$ cat src/hw/rtl/tppi_pkg.sv
// Shared types, constants and control words for the timed polyline path interpolator.
`default_nettype none
package tppi_pkg;

    localparam int MAX_NODES_DEF = 64;

    localparam int COORD_W = 32;
    localparam int TIME_W  = 31;
    localparam int MAG_W   = 32;
    localparam int SQ_W    = 66;
    localparam int SEG_W   = 33;
    localparam int ACC_W   = 48;
    localparam int SIDX_W  = 6;
    localparam int TOT_W   = 7;

    localparam logic [TIME_W-1:0] TIME_MAX = {TIME_W{1'b1}};

    localparam logic [1:0] OP_APPEND = 2'd0;
    localparam logic [1:0] OP_SET    = 2'd1;
    localparam logic [1:0] OP_ADD    = 2'd2;
    localparam logic [1:0] OP_NOP    = 2'd3;

    localparam logic [2:0] ST_OK    = 3'd0;
    localparam logic [2:0] ST_FULL  = 3'd1;
    localparam logic [2:0] ST_TIME  = 3'd2;
    localparam logic [2:0] ST_EMPTY = 3'd3;
    localparam logic [2:0] ST_DWELL = 3'd4;

    typedef struct packed {
        logic [1:0]                operation;
        logic signed [COORD_W-1:0] point_x;
        logic signed [COORD_W-1:0] point_y;
        logic signed [COORD_W-1:0] point_z;
        logic [TIME_W-1:0]         dwell_delay;
        logic [TIME_W-1:0]         time_value;
    } tppi_in_t;

    typedef struct packed {
        logic [2:0]                status;
        logic signed [COORD_W-1:0] pos_x;
        logic signed [COORD_W-1:0] pos_y;
        logic signed [COORD_W-1:0] pos_z;
        logic signed [COORD_W-1:0] target_x;
        logic signed [COORD_W-1:0] target_y;
        logic signed [COORD_W-1:0] target_z;
        logic [SIDX_W-1:0]         segment_index;
        logic [TIME_W-1:0]         current_time;
        logic [TOT_W-1:0]          node_total;
    } tppi_out_t;

    typedef struct packed {
        logic signed [COORD_W-1:0] x;
        logic signed [COORD_W-1:0] y;
        logic signed [COORD_W-1:0] z;
        logic [TIME_W-1:0]         dwell;
    } tppi_node_t;

    typedef struct packed {
        logic cfg_load;
        logic item_load;
        logic exec_time;
        logic node_wr;
        logic addr_prev;
        logic diff_load;
        logic sq_mul;
        logic sq_acc;
        logic sqrt_start;
        logic seg_commit;
        logic ts_init;
        logic ts_cum;
        logic ts_write;
        logic q_init;
        logic q_check;
        logic addr_seg;
        logic lat_a;
        logic lat_b;
        logic calc;
        logic lerp_start;
        logic lerp_store;
        logic out_load;
    } tppi_cmd_t;

    typedef struct packed {
        logic [1:0] op;
        logic       full;
        logic       n_zero;
        logic       n_one;
        logic       pl_zero;
        logic       sq_last;
        logic       sqrt_done;
        logic       md_done;
        logic       ts_last;
        logic       scan_last;
        logic       lerp;
        logic       axis_last;
        logic       out_free;
    } tppi_sts_t;

endpackage
`default_nettype wire

$ cat src/hw/rtl/tppi_ctrl.sv
// Controller state machine sequencing append, timestamp pass and query.
`default_nettype none
module tppi_ctrl (
    input  wire logic                 aclk,
    input  wire logic                 aresetn,
    input  wire logic                 s_valid,
    output logic                      s_ready,
    input  wire logic                 cfg_valid,
    output logic                      cfg_ready,
    input  wire tppi_pkg::tppi_sts_t  sts,
    output tppi_pkg::tppi_cmd_t       cmd
);
    import tppi_pkg::*;

    localparam logic [4:0] S_IDLE      = 5'd0;
    localparam logic [4:0] S_DECODE    = 5'd1;
    localparam logic [4:0] S_SQ_RD     = 5'd2;
    localparam logic [4:0] S_SQ_DIFF   = 5'd3;
    localparam logic [4:0] S_SQ_MUL    = 5'd4;
    localparam logic [4:0] S_SQ_ACC    = 5'd5;
    localparam logic [4:0] S_SQRT      = 5'd6;
    localparam logic [4:0] S_SQRT_WAIT = 5'd7;
    localparam logic [4:0] S_APP_FIN   = 5'd8;
    localparam logic [4:0] S_TS_INIT   = 5'd9;
    localparam logic [4:0] S_TS_RD     = 5'd10;
    localparam logic [4:0] S_TS_CUM    = 5'd11;
    localparam logic [4:0] S_TS_DIV    = 5'd12;
    localparam logic [4:0] S_TS_WR     = 5'd13;
    localparam logic [4:0] S_Q_INIT    = 5'd14;
    localparam logic [4:0] S_Q_RD      = 5'd15;
    localparam logic [4:0] S_Q_CHK     = 5'd16;
    localparam logic [4:0] S_Q_A       = 5'd17;
    localparam logic [4:0] S_Q_ARD     = 5'd18;
    localparam logic [4:0] S_Q_ALAT    = 5'd19;
    localparam logic [4:0] S_Q_BRD     = 5'd20;
    localparam logic [4:0] S_Q_BLAT    = 5'd21;
    localparam logic [4:0] S_Q_CALC    = 5'd22;
    localparam logic [4:0] S_Q_SEL     = 5'd23;
    localparam logic [4:0] S_L_START   = 5'd24;
    localparam logic [4:0] S_L_WAIT    = 5'd25;
    localparam logic [4:0] S_L_STORE   = 5'd26;
    localparam logic [4:0] S_OUT       = 5'd27;

    logic [4:0] state_reg;
    logic [4:0] state_next;
    logic       reply_reg;
    logic       reply_next;

    always_comb begin
        cmd        = '0;
        state_next = state_reg;
        reply_next = reply_reg;
        s_ready    = 1'b0;
        cfg_ready  = 1'b0;
        case (state_reg)
            S_IDLE: begin
                cfg_ready = 1'b1;
                s_ready   = !cfg_valid;
                if (cfg_valid) begin
                    cmd.cfg_load = 1'b1;
                    reply_next   = 1'b0;
                    state_next   = sts.n_zero ? S_IDLE : S_TS_INIT;
                end else if (s_valid) begin
                    cmd.item_load = 1'b1;
                    reply_next    = 1'b1;
                    state_next    = S_DECODE;
                end
            end
            S_DECODE: begin
                cmd.exec_time = 1'b1;
                if (sts.op == OP_APPEND && !sts.full) begin
                    cmd.node_wr   = 1'b1;
                    cmd.addr_prev = 1'b1;
                    state_next    = sts.n_zero ? S_APP_FIN : S_SQ_RD;
                end else begin
                    state_next = S_Q_INIT;
                end
            end
            S_SQ_RD: begin
                state_next = S_SQ_DIFF;
            end
            S_SQ_DIFF: begin
                cmd.diff_load = 1'b1;
                state_next    = S_SQ_MUL;
            end
            S_SQ_MUL: begin
                cmd.sq_mul = 1'b1;
                state_next = S_SQ_ACC;
            end
            S_SQ_ACC: begin
                cmd.sq_acc = 1'b1;
                state_next = sts.sq_last ? S_SQRT : S_SQ_MUL;
            end
            S_SQRT: begin
                cmd.sqrt_start = 1'b1;
                state_next     = S_SQRT_WAIT;
            end
            S_SQRT_WAIT: begin
                if (sts.sqrt_done) begin
                    state_next = S_APP_FIN;
                end
            end
            S_APP_FIN: begin
                cmd.seg_commit = 1'b1;
                state_next     = S_TS_INIT;
            end
            S_TS_INIT: begin
                cmd.ts_init = 1'b1;
                state_next  = S_TS_RD;
            end
            S_TS_RD: begin
                state_next = S_TS_CUM;
            end
            S_TS_CUM: begin
                cmd.ts_cum = 1'b1;
                state_next = sts.pl_zero ? S_TS_WR : S_TS_DIV;
            end
            S_TS_DIV: begin
                if (sts.md_done) begin
                    state_next = S_TS_WR;
                end
            end
            S_TS_WR: begin
                cmd.ts_write = 1'b1;
                if (sts.ts_last) begin
                    state_next = reply_reg ? S_Q_INIT : S_IDLE;
                end else begin
                    state_next = S_TS_RD;
                end
            end
            S_Q_INIT: begin
                cmd.q_init = 1'b1;
                if (sts.n_zero) begin
                    state_next = S_OUT;
                end else if (sts.n_one) begin
                    state_next = S_Q_A;
                end else begin
                    state_next = S_Q_RD;
                end
            end
            S_Q_RD: begin
                state_next = S_Q_CHK;
            end
            S_Q_CHK: begin
                cmd.q_check = 1'b1;
                state_next  = sts.scan_last ? S_Q_A : S_Q_RD;
            end
            S_Q_A: begin
                cmd.addr_seg = 1'b1;
                state_next   = S_Q_ARD;
            end
            S_Q_ARD: begin
                state_next = S_Q_ALAT;
            end
            S_Q_ALAT: begin
                cmd.lat_a  = 1'b1;
                state_next = sts.n_one ? S_OUT : S_Q_BRD;
            end
            S_Q_BRD: begin
                state_next = S_Q_BLAT;
            end
            S_Q_BLAT: begin
                cmd.lat_b  = 1'b1;
                state_next = S_Q_CALC;
            end
            S_Q_CALC: begin
                cmd.calc   = 1'b1;
                state_next = S_Q_SEL;
            end
            S_Q_SEL: begin
                state_next = sts.lerp ? S_L_START : S_OUT;
            end
            S_L_START: begin
                cmd.lerp_start = 1'b1;
                state_next     = S_L_WAIT;
            end
            S_L_WAIT: begin
                if (sts.md_done) begin
                    state_next = S_L_STORE;
                end
            end
            S_L_STORE: begin
                cmd.lerp_store = 1'b1;
                state_next     = sts.axis_last ? S_OUT : S_L_START;
            end
            S_OUT: begin
                if (sts.out_free) begin
                    cmd.out_load = 1'b1;
                    state_next   = S_IDLE;
                end
            end
            default: begin
                state_next = S_IDLE;
            end
        endcase
    end

    always_ff @(posedge aclk) begin
        if (!aresetn) begin
            state_reg <= S_IDLE;
            reply_reg <= 1'b0;
        end else begin
            state_reg <= state_next;
            reply_reg <= reply_next;
        end
    end

endmodule
`default_nettype wire

$ cat config.mk
export PLATFORM = sky130hd
export DESIGN_NAME = tppi_ctrl
export DESIGN_NICKNAME = d
export VERILOG_FILES = /design/src/hw/rtl/tppi_pkg.sv /design/src/hw/rtl/tppi_ctrl.sv
export SDC_FILE = /design/constraint.sdc
export NUM_CORES = 1
export LEC_CHECK = 0
export ABC_CLOCK_PERIOD_IN_PS = 5300
export BUFFER_PORTS_ARGS = -buffer_cell sky130_fd_sc_hd__buf_4
export CORE_MARGIN = 5
export CORE_UTILIZATION = 50
export CTS_CLUSTER_SIZE = 14
export DETAILED_ROUTE_END_ITERATION = 10
export GPL_TIMING_DRIVEN = 0
export PLACE_DENSITY_LB_ADDON = 0.12
export SETUP_SLACK_MARGIN = 0.3
export SYNTH_ARGS = -nofsm -noshare
export SYNTH_HDL_FRONTEND = slang
export SYNTH_SLANG_ARGS = --single-unit
$ cat constraint.sdc
create_clock -name aclk -period 5.3 [get_ports aclk]
set_input_delay 0.53 -clock aclk [delete_from_list [all_inputs] [get_ports aclk]]
set_output_delay 0.53 -clock aclk [all_outputs]
set_load 0.02 [all_outputs]
==> summary.md <==
| Metric | Value |
|---|---|
| Largest net degree at the start of global routing | `11` |
| Worst vdd ir | `a little over 0.5 mV` |
| Post-DP HPWL | `2470 um` |
| First-pass GRT wire length | `5090 um` |
| DR iter-0 viols | `56` |
| Post-layout nets | `207` |
| Synthesized instance count | `between 100 and 150` |
| Vias in the first global route | `1126` |
| Crit path cell chain | `clkbuf_1 -> nor2b_1 -> nand2_1 -> nor2_1 -> buf_4` |
| Main flop type after synthesis | `dfxtp_1` |
| Slowest CP cell | `dfxtp_1` |
| Post-layout util | `between 70% and 80%` |
| Synthesis-to-layout area growth | `40.3%` |
| Initial antenna violation count | `0` |
| Unique cell type count in the Yosys netlist | `42` |
| Critical path arrival | `~1.8 ns` |
| Clock Pin Slew Worst Setup and Hold Paths | `0.05 ns` |
| Root Driver | `clkbuf_4` |
| Lkg Pwr | `0.502 nW` |
| Gr usage total | `24.2%` |
| Number of buffers inserted by hold repair at cts | `0` |
| Most common cell after layout, fill and taps aside | `buf_4` |
| RSZ-0062 raised after global routing | `false` |
| Critical Setup Path Class | `reg -> out` |
| Gpl congestion | `between 0.9 and 1` |
| Clock latency on the worst-skew pair | `0.25 ns` |
| CP Max Fanout | `10` |
| Final Max Tran Viols | `0` |
| Min-delay worst type | `reg -> reg` |
| Vias after detailed routing | `1267` |
| Most frequent cells in the layout | `buf_4, nor2_1, nand2_1, a21oi_1` |
| Worst Hold Launch | `reply_reg$_SDFFE_PN0P_` |
| Power per standard cell area | `slightly below 500 nW/um^2` |
| F_max | `roughly 420 MHz` |
| Hold path depth | `2` |
| Num ports | `between 40 and 50` |
| PortBufs | `41` |
| CP endpoint kind | `primary output` |
| Die X | `52.4 um` |
| PostCTS Resize Cnt | `0` |
| Layout cells sized above 1 | `roughly 30%` |
| R2R depth | `6` |
| TritonCTS clock tree | `built` |
| Launch point of the worst reg-to-reg path | `state_reg[0]$_SDFFE_PN0P_` |
| Post-synthesis register bit count | `6` |
| Hold Vio Cnt, Final | `0` |
| Initial core utilization | `between 50% and 60%` |
| Die area | `about 2700 sq um` |
| Via/cell ratio | `5.98` |
| Antenna cell count | `0` |
| # setup viols final | `0` |
| Drt pass-1 iters | `4` |
| Status | `finished, final reports clean` |
| Clock net sink count | `6` |
| Max cap viols | `0` |
| Final critical-path required period | `about 2.4 ns` |
| Final worst-path cycle share | `between 40% and 50%` |
| Largest register FFs | `5` |
| Final global-route overflow total | `0` |
| Clock buffer count from CTS | `3` |
| Total routed wirelength | `about 3200 um` |
| Measured slew at the worst slew-check pin | `between 0.5 and 0.6 ns` |
| Synth async-reset ratio | `0%` |
| Die Ht | `52.4 um` |
| Worst Path Required | `approximately 4.8 ns` |
| Routed WL per cell | `~15 um` |
| Post-synth EDFFs | `0` |
| Setup TNS | `0 ns` |
| Register area share after synthesis | `about an eighth` |
| Critical Path Source Type | `flop` |
| Clock H-tree levels | `1` |
| FP Rows | `15` |
| Residual DRC count | `0` |
| CP max stage delay | `between 0.4 and 0.5 ns` |
| Skew final | `roughly 0.00044 ns` |
| Avg Inst Size Synth | `around 6.3 sq um` |
| Core Box Area | `about 1700 sq um` |
| Setup Fix Bufs, Post-CTS | `0` |
| Post-Syn Nets | `around 160` |
| Syn Std Cell Area | `about 900 sq um` |
| Routed Antenna Nets | `0` |
| Slew headroom | `around 62%` |
| Worst setup startpoint | `state_reg[4]$_SDFFE_PN0P_` |
| Yosys warns | `0` |
| Clock buffer depth | `2` |
-- synth_stat cells, types with 3 or more instances --
| cell type | instances | area share [%] |
|---|---|---|
| nor3_1 | 6 | 3.3 |
| o22ai_1 | 3 | 2.1 |
| nand3b_1 | 5 | 4.2 |
| clkbuf_1 | 7 | 2.9 |
| nor2_1 | 25 | 10 |
| nand2b_1 | 4 | 2.8 |
| dfxtp_1 | 6 | 13 |
| a31oi_1 | 3 | 2.1 |
| nand2_1 | 13 | 5.4 |
| buf_2 | 4 | 2.2 |
| a21oi_1 | 13 | 7.2 |
| nand3_1 | 4 | 2.2 |
| nor4_1 | 4 | 2.8 |
| inv_1 | 7 | 2.9 |
| or3_1 | 5 | 3.5 |
-- kinds of logic (layout without fill, tap and decap cells) --
family / Yosys count / after routing / synth area share, %
AO/OA/AOI/OAI: 41 / 41 / 33.1
AND/OR/NAND/NOR: 75 / 75 / 42.1
flip-flops: 6 / 6 / 13.4
buffers and inverters: 20 / 64 / 10.2
multiplexers: 1 / 1 / 1.25
-- worst max-delay path, delay by kind of cell, from the launching register on --
kind | cells | cell delay [ns]
flops | 1 | 0.42
buf+inv | 2 | 0.55
simple gates | 3 | 0.61
-- where the power goes --
part / internal (mW) / total (mW) / switching, mW / leakage, nW
combinational: 0.183 / 0.488 / 0.305 / 0.439
clock: 0.0258 / 0.0453 / 0.0195 / 0.0138
sequential: 0.0636 / 0.0770 / 0.0134 / 0.0495
-- metrics by stage --
step / hold WS, ns / instances / cell area (sq um) / power [mW] / setup slack, ns
final: 0.571 / 212 / 1260 / 0.610 / 2.94
after global routing: 0.582 / 212 / 1260 / 0.657 / 2.83
after CTS: 0.565 / 212 / 1260 / 0.605 / 3.01
after detailed placement: 0.560 / 209 / 1240 / 0.557 / 3.24
after global placement: 0.545 / 209 / 1240 / 0.551 / 3.25
after floorplan: 0.503 / 143 / 898 / 0.411 / 3.07
-- layout make-up --
type / count / area (sq um)
Sequential cell: 6 / 120
Fill cell: 168 / 467
Multi-Input combinational cell: 117 / 687
Clock buffer: 3 / 22.5
Inverter: 7 / 26.3
Buffer: 13 / 65.1
Timing Repair Buffer: 41 / 308
Tap cell: 25 / 31.3
-- metal layers --
layer	global-route usage [%]	share of wire (%)
met5	0	0
met4	5.53	1.0
met3	4.27	12
met2	41.5	46
met1	30.9	40
-- path summary, 6_finish.rpt --
check,slack (ns),endpoint
min,0.57,reply_reg$_SDFFE_PN0P_
min reg2reg,0.57,reply_reg$_SDFFE_PN0P_
max reg2reg,3.38,state_reg[3]$_SDFFE_PN0P_
max,2.94,cmd[3]
Power figures use the tool's default switching activity.
